==> src/rtl/obb_pkg.sv <==
// Shared constants and types for the oriented box overlap test.
// Holds the corner store geometry, the read command codes and the command struct.
// No dependencies.
`default_nettype none

package obb_pkg;

  localparam int COORD_BITS_DEF = 16;
  localparam int CORNER_DEPTH   = 8;
  localparam int CORNER_ADDR_W  = 3;

  localparam logic [1:0] OP_NONE = 2'd0;
  localparam logic [1:0] OP_PREV = 2'd1;
  localparam logic [1:0] OP_AXIS = 2'd2;
  localparam logic [1:0] OP_PROJ = 2'd3;

  typedef struct packed {
    logic [1:0]               op;
    logic [CORNER_ADDR_W-1:0] addr;
  } rd_cmd_t;

endpackage

`default_nettype wire

==> src/rtl/obb_seq.sv <==
// Test sequencer: walks the four axes, issues corner store reads and gathers the
// separation verdict into the output register. Depends on obb_pkg for command codes.
// Thirteen steps per axis: two axis reads, eight projection reads, drain and check.
`default_nettype none

module obb_seq (
  input  wire logic             clk,
  input  wire logic             rst_n,
  input  wire logic             start,
  input  wire logic             separated,
  input  wire logic             out_stall,
  output obb_pkg::rd_cmd_t      cmd,
  output logic                  busy,
  output logic                  out_valid,
  output logic                  out_overlapping
);

  localparam logic [1:0] ST_IDLE = 2'd0;
  localparam logic [1:0] ST_RUN  = 2'd1;
  localparam logic [1:0] ST_DONE = 2'd2;

  localparam logic [3:0] STEP_PREV  = 4'd0;
  localparam logic [3:0] STEP_AXIS  = 4'd1;
  localparam logic [3:0] STEP_PROJ0 = 4'd2;
  localparam logic [3:0] STEP_PROJ7 = 4'd9;
  localparam logic [3:0] STEP_CHECK = 4'd12;

  logic [1:0] state_r, state_nxt;
  logic [1:0] axis_r, axis_nxt;
  logic [3:0] step_r, step_nxt;
  logic       sep_any_r, sep_any_nxt;
  logic       out_valid_r, out_valid_nxt;
  logic       out_ovl_r, out_ovl_nxt;
  logic [obb_pkg::CORNER_ADDR_W-1:0] proj_addr;

  assign proj_addr = obb_pkg::CORNER_ADDR_W'(step_r - STEP_PROJ0);

  always_comb begin
    cmd = '{op: obb_pkg::OP_NONE, addr: '0};
    if (state_r == ST_RUN) begin
      if (step_r == STEP_PREV) begin
        cmd.op   = obb_pkg::OP_PREV;
        cmd.addr = {axis_r[1], (axis_r[0] ? 2'd1 : 2'd2)};
      end else if (step_r == STEP_AXIS) begin
        cmd.op   = obb_pkg::OP_AXIS;
        cmd.addr = {axis_r[1], (axis_r[0] ? 2'd2 : 2'd3)};
      end else if (step_r >= STEP_PROJ0 && step_r <= STEP_PROJ7) begin
        cmd.op   = obb_pkg::OP_PROJ;
        cmd.addr = proj_addr;
      end
    end
  end

  always_comb begin
    state_nxt     = state_r;
    axis_nxt      = axis_r;
    step_nxt      = step_r;
    sep_any_nxt   = sep_any_r;
    out_valid_nxt = out_valid_r && out_stall;
    out_ovl_nxt   = out_ovl_r;
    case (state_r)
      ST_IDLE: begin
        if (start) begin
          state_nxt   = ST_RUN;
          axis_nxt    = 2'd0;
          step_nxt    = STEP_PREV;
          sep_any_nxt = 1'b0;
        end
      end
      ST_RUN: begin
        if (step_r == STEP_CHECK) begin
          sep_any_nxt = sep_any_r | separated;
          step_nxt    = STEP_PREV;
          axis_nxt    = axis_r + 2'd1;
          if (axis_r == 2'd3) begin
            state_nxt = ST_DONE;
          end
        end else begin
          step_nxt = step_r + 4'd1;
        end
      end
      ST_DONE: begin
        if (!out_valid_r || !out_stall) begin
          out_valid_nxt = 1'b1;
          out_ovl_nxt   = !sep_any_r;
          state_nxt     = ST_IDLE;
        end
      end
      default: begin
        state_nxt = ST_IDLE;
      end
    endcase
  end

  always_ff @(posedge clk) begin
    if (!rst_n) begin
      state_r     <= ST_IDLE;
      axis_r      <= 2'd0;
      step_r      <= STEP_PREV;
      sep_any_r   <= 1'b0;
      out_valid_r <= 1'b0;
    end else begin
      state_r     <= state_nxt;
      axis_r      <= axis_nxt;
      step_r      <= step_nxt;
      sep_any_r   <= sep_any_nxt;
      out_valid_r <= out_valid_nxt;
    end
    out_ovl_r <= out_ovl_nxt;
  end

  assign busy            = (state_r != ST_IDLE);
  assign out_valid       = out_valid_r;
  assign out_overlapping = out_ovl_r;

endmodule

`default_nettype wire

==> config.mk <==
export PLATFORM = sky130hd
export DESIGN_NAME = obb_seq
export DESIGN_NICKNAME = d
export VERILOG_FILES = /design/src/rtl/obb_pkg.sv /design/src/rtl/obb_seq.sv
export SDC_FILE = /design/constraint.sdc
export NUM_CORES = 1
export LEC_CHECK = 0
export ABC_AREA = 1
export ABC_CLOCK_PERIOD_IN_PS = 3200
export BUFFER_PORTS_ARGS = -buffer_cell sky130_fd_sc_hd__buf_2
export CORE_UTILIZATION = 57
export DETAILED_ROUTE_END_ITERATION = 8
export GPL_TIMING_DRIVEN = 0
export PLACE_DENSITY = 0.92
export SLEW_MARGIN = 25
export SYNTH_ARGS = -nofsm -noshare
export SYNTH_HDL_FRONTEND = slang
export SYNTH_SLANG_ARGS = --single-unit
export TNS_END_PERCENT = 20
==> constraint.sdc <==
create_clock -name clk -period 3.2 [get_ports clk]
set_input_delay 0.64 -clock clk [delete_from_list [all_inputs] [get_ports clk]]
set_output_delay 0.64 -clock clk [all_outputs]
set_load 0.03 [all_outputs]
== Word level (Yosys, flattened, before mapping) ==
Index checks and enable logic that the tools add are counted.
Widths: inputs -> output; s select.
Cells by class
  add/sub/neg operators: 3
  magnitude comparators: 2
  eq/ne operators: 9
  multiplexer cells: 22
  bitwise logic cells: 1
  reductions and logical operators: 14
Operators with widths (number)
  $mux 5: 4
  $mux 2: 7
  $mux 4: 2
  $pmux 4 s2: 1
  $pmux 2 s3: 1
  $mux 1: 5
  $add 4x1->4 const B: 1
  $eq 2x2->1 const B: 2
  $eq 4x1->1 const B: 1
  $eq 4x4->1 const B: 1
  $ge 4x2->1 const B: 1
  $le 4x4->1 const B: 1
  $logic_not 4->1: 1
  $ne 2x1->1 const B: 2
  $ne 2x2->1 const B: 2
  $pmux 2 s2: 1
  $reduce_and 2->1: 2
  $reduce_and 4->1: 1
  $reduce_bool 2->1: 2
  $logic_not 1->1: 3
  $reduce_and 3->1: 1
  $sub 3x2->3 const B: 1
  $add 2x1->2 const B: 1
  $eq 2x1->1 const B: 1
  other kinds (5): 6
Storage, ports and cells
  bits in registers: 11
  input bits: 5
  output and inout port bits: 8

== Depth between registers and ports, before layout ==
  word-level depth: 6
  mapped depth: 8

== Least setup slack after synthesis ==
OpenSTA, ideal clock, no wires.
  kind: reg-to-output
  start: reg step_r[1]
  end: out cmd[2] (netlist name)
  arrival: 1512 ps
  required time: 2560 ps
  path slack: 1048 ps
  cell stages (with the launch flop): 8
  buffers on the path: 0
  path through: dfxtp_1 inv_1 ha_1 nand2_1 nand2_1 inv_1 nand3_1 a21oi_1
RTL lines
  from (decl): RTL line obb_seq.sv:30  | logic [3:0] step_r, step_nxt;
  from (signal assigned): RTL line obb_seq.sv:105  | step_r <= step_nxt;
  to (decl): RTL line obb_seq.sv:12  | output obb_pkg::rd_cmd_t cmd,

==> impl_metrics.toml <==
[setup_path]
path_buf_inv = 3
reg2reg_slack_ns = 1.84
slowest_delay_ns = 0.45
cp_slowest_cell = "dfxtp_1"
worstSetupEndpointType = "primary output"
worstPathRequired_ns = 2.56
worstPathArrival_ns = 1.78
path_max_fanout = 7
r2r-start = "step_r[1]"
crit_type = "register to primary output"
crit_chain = "inv_1, ha_1, nand2_1, nand2_1, inv_1, nand3_1, a21oi_1, buf_2"
crit_family = "flip-flops"
start_kind = "register"
crit_path_start = "step_r[1]"

[clock_tree]
postCtsHoldBufs = 0
cts_resized = 0
cts_setup_buffers = 0
clock_sinks = 11
clk_path_buf_depth = 2
htree_levels = 1
cts_tree = "yes"
cts_buffers = 3
clk_latency_ns = 0.26
path_clk_slew_ns = 0.07
root_buffer = "clkbuf_4"

[logic_synthesis]
yosysSeqAreaShare = 0.3041
synth_common_cells = "nand2_1 (25), inv_1 (17), a21oi_1 (12), dfxtp_1 (10), nor2_1 (10)"
synth_cell_type_count = 21
ys_seq_elements = 11
synth_flop_cell = "dfxtp_1"
synth.area.top_cells = "dfxtp_1 (26%), nand2_1 (12%), ha_1 (12%), inv_1 (8.4%), a21oi_1 (7.9%)"
ys_warn_count = 0
syn_area_um2 = 757.0
syn_inst = 109
syn_nets = 121
synth_most_common_cell = "nand2_1"
synth-edff-count = 1
async_flop_share = 0
yosysTopAreaCellShare = 0.2645
synth_area_per_cell_um2 = 6.945
synth_area_leader_cell = "dfxtp_1"

[global_routing]
antenna_found_initial = 0
grt_overflow = 0
grt_pass1_vias = 627
grt_usage = 0.2387
grt_pass1_wl_mm = 2.415
grt_max_degree = 9

[finish]
fin_nets = 138
antenna_cells = 0
layout-drive-gt1-share = 0.2320
regArea_um2 = 230.2
syn2layout_area_growth_pct = 13.72
multi_input_area_um2 = 451.7
fill_cells = 95

[timing]
clock.fmax_mhz = 412.6
min_period_over_period = 0.7574
clock-skew-final_ns = 0.001927
fin_ws_ns = 0.7763
fin_hold_ws_ns = 0.4760
slew_viol_final = 0
setup_viol = 0
relSlewSlack = 0.8201
hold_viol_final = 0
setup_tns_ns = 0
rsz0062_at_grt = "no"
tightest_slew_ns = 0.2696
min_period_ns = 2.424

[flow_run]
maxCapViolations = 0

[detailed_routing]
vias = 718
routed_via_density = 5.165
top_layer = "met4"
drt-initial-drc-count = 15
drt-wirelength-per-cell_um = 10.44
drt-total-wl_mm = 1.451
drtAntennaViolNets = 0
drc_errors = 0
wl_met1_um = 706
wl_met2_um = 682
dr_wl_met3_um = 51
drt_pass1_iterations = 4

[min_path]
min_from = "sep_any_r"
hp-class = "register to register"

[placed_design]
gp_congestion = 0.7682
dp_hpwl_mm = 1.163
pre_cts_ws_ns = 1.073
io_buffers = 12

[floorplanning]
core-area_mm2 = 0.001171
floorplan.initialDensity = 0.6464
rows = 12
pin_count = 13
fp.dieW_um = 38.44
die_h_um = 38.44
dieArea_mm2 = 0.001478

[power_and_ir_drop]
total_power_uw = 340.6
p_leak_nw = 0.4376
p_per_area_mw_per_mm2 = 395.6
ir_drop_uv = 307.1

[run_status]
status = "completed"
[placed cells by master (no fill, tap or decap)]
cell      netlist  routed
nand3_1         6       6
nand2_1        25      25
nor2_2          1       1
inv_2           3       3
clkbuf_4        0       3
edfxtp_1        1       1
xor2_1          2       2
o21ai_1         2       2
nor2_1         10      10
nand2_2         2       2
nand3_2         1       1
dfxtp_1        10      10
a21oi_1        12      12
o21ai_0         2       2
nand2_4         1       1
and2_4          1       1
clkbuf_1        0       1
ha_1            7       7
buf_2           0      12
nor2_4          2       2
inv_1          17      17
a21oi_2         1       1
o21ai_2         2       2
nand3b_1        1       1
[worst min-delay path: stages, from the launching register on]
cell	delay, ns
dfxtp_1	0.30
inv_1	0.07
a21oi_1	0.06
[per-stage QoR]
stage,util,cells,instance area [um2]
final,0.7350,139,860.8
after global placement,0.7126,135,834.6
after floorplan,-,109,757.0
after global routing,0.7350,139,860.8
after detailed placement,0.7126,135,834.6
after CTS,0.7350,139,860.8
[layout make-up]
class / count / share of cell area
clock buffers: 4 / 0.03052
inverters: 20 / 0.08721
multi-input cells: 78 / 0.5247
flip-flops and latches: 11 / 0.2674
well taps: 14 / 0.02035
repair buffers: 12 / 0.06977
[sequential cells by signal (all words and copies together) (netlist names)]
signal,cells
step_r,4
sep_any_r,1
axis_r,2
out_overlapping,1
state_r,2
out_valid,1
[power breakdown]
group | switching, mW | total (mW) | internal, mW
Sequential | 0.00853 | 0.154 | 0.146
Clock | 0.0426 | 0.0908 | 0.0482
Combinational | 0.0646 | 0.0953 | 0.0307
[layer usage]
metal,up-vias,track usage
li1,373,-
met1,324,0.2888
met2,19,0.4153
met3,2,0.01744
met4,0,0.1293
met5,-,0
[final timing paths]
| path | endpoint | cells past startpoint |
|---|---|---|
| setup / recovery | cmd[2] | 8 |
| hold / removal | sep_any_r | 2 |
| setup reg to reg | axis_r[0] | 8 |
| hold reg to reg | sep_any_r | 2 |
[kinds of logic (layout without fill, tap and decap cells)]
logic type | count (synthesis) | count (layout) | share of synthesized area
adder cells (fa/ha/maj) | 7 | 7 | 0.1157
flip-flops | 11 | 11 | 0.3041
buffers and inverters | 20 | 36 | 0.09917
XOR/XNOR | 2 | 2 | 0.02314
AND/OR/NAND/NOR | 50 | 50 | 0.3174
AO/OA/AOI/OAI | 19 | 19 | 0.1405
Note: power is estimated with default switching activity, not from simulation.
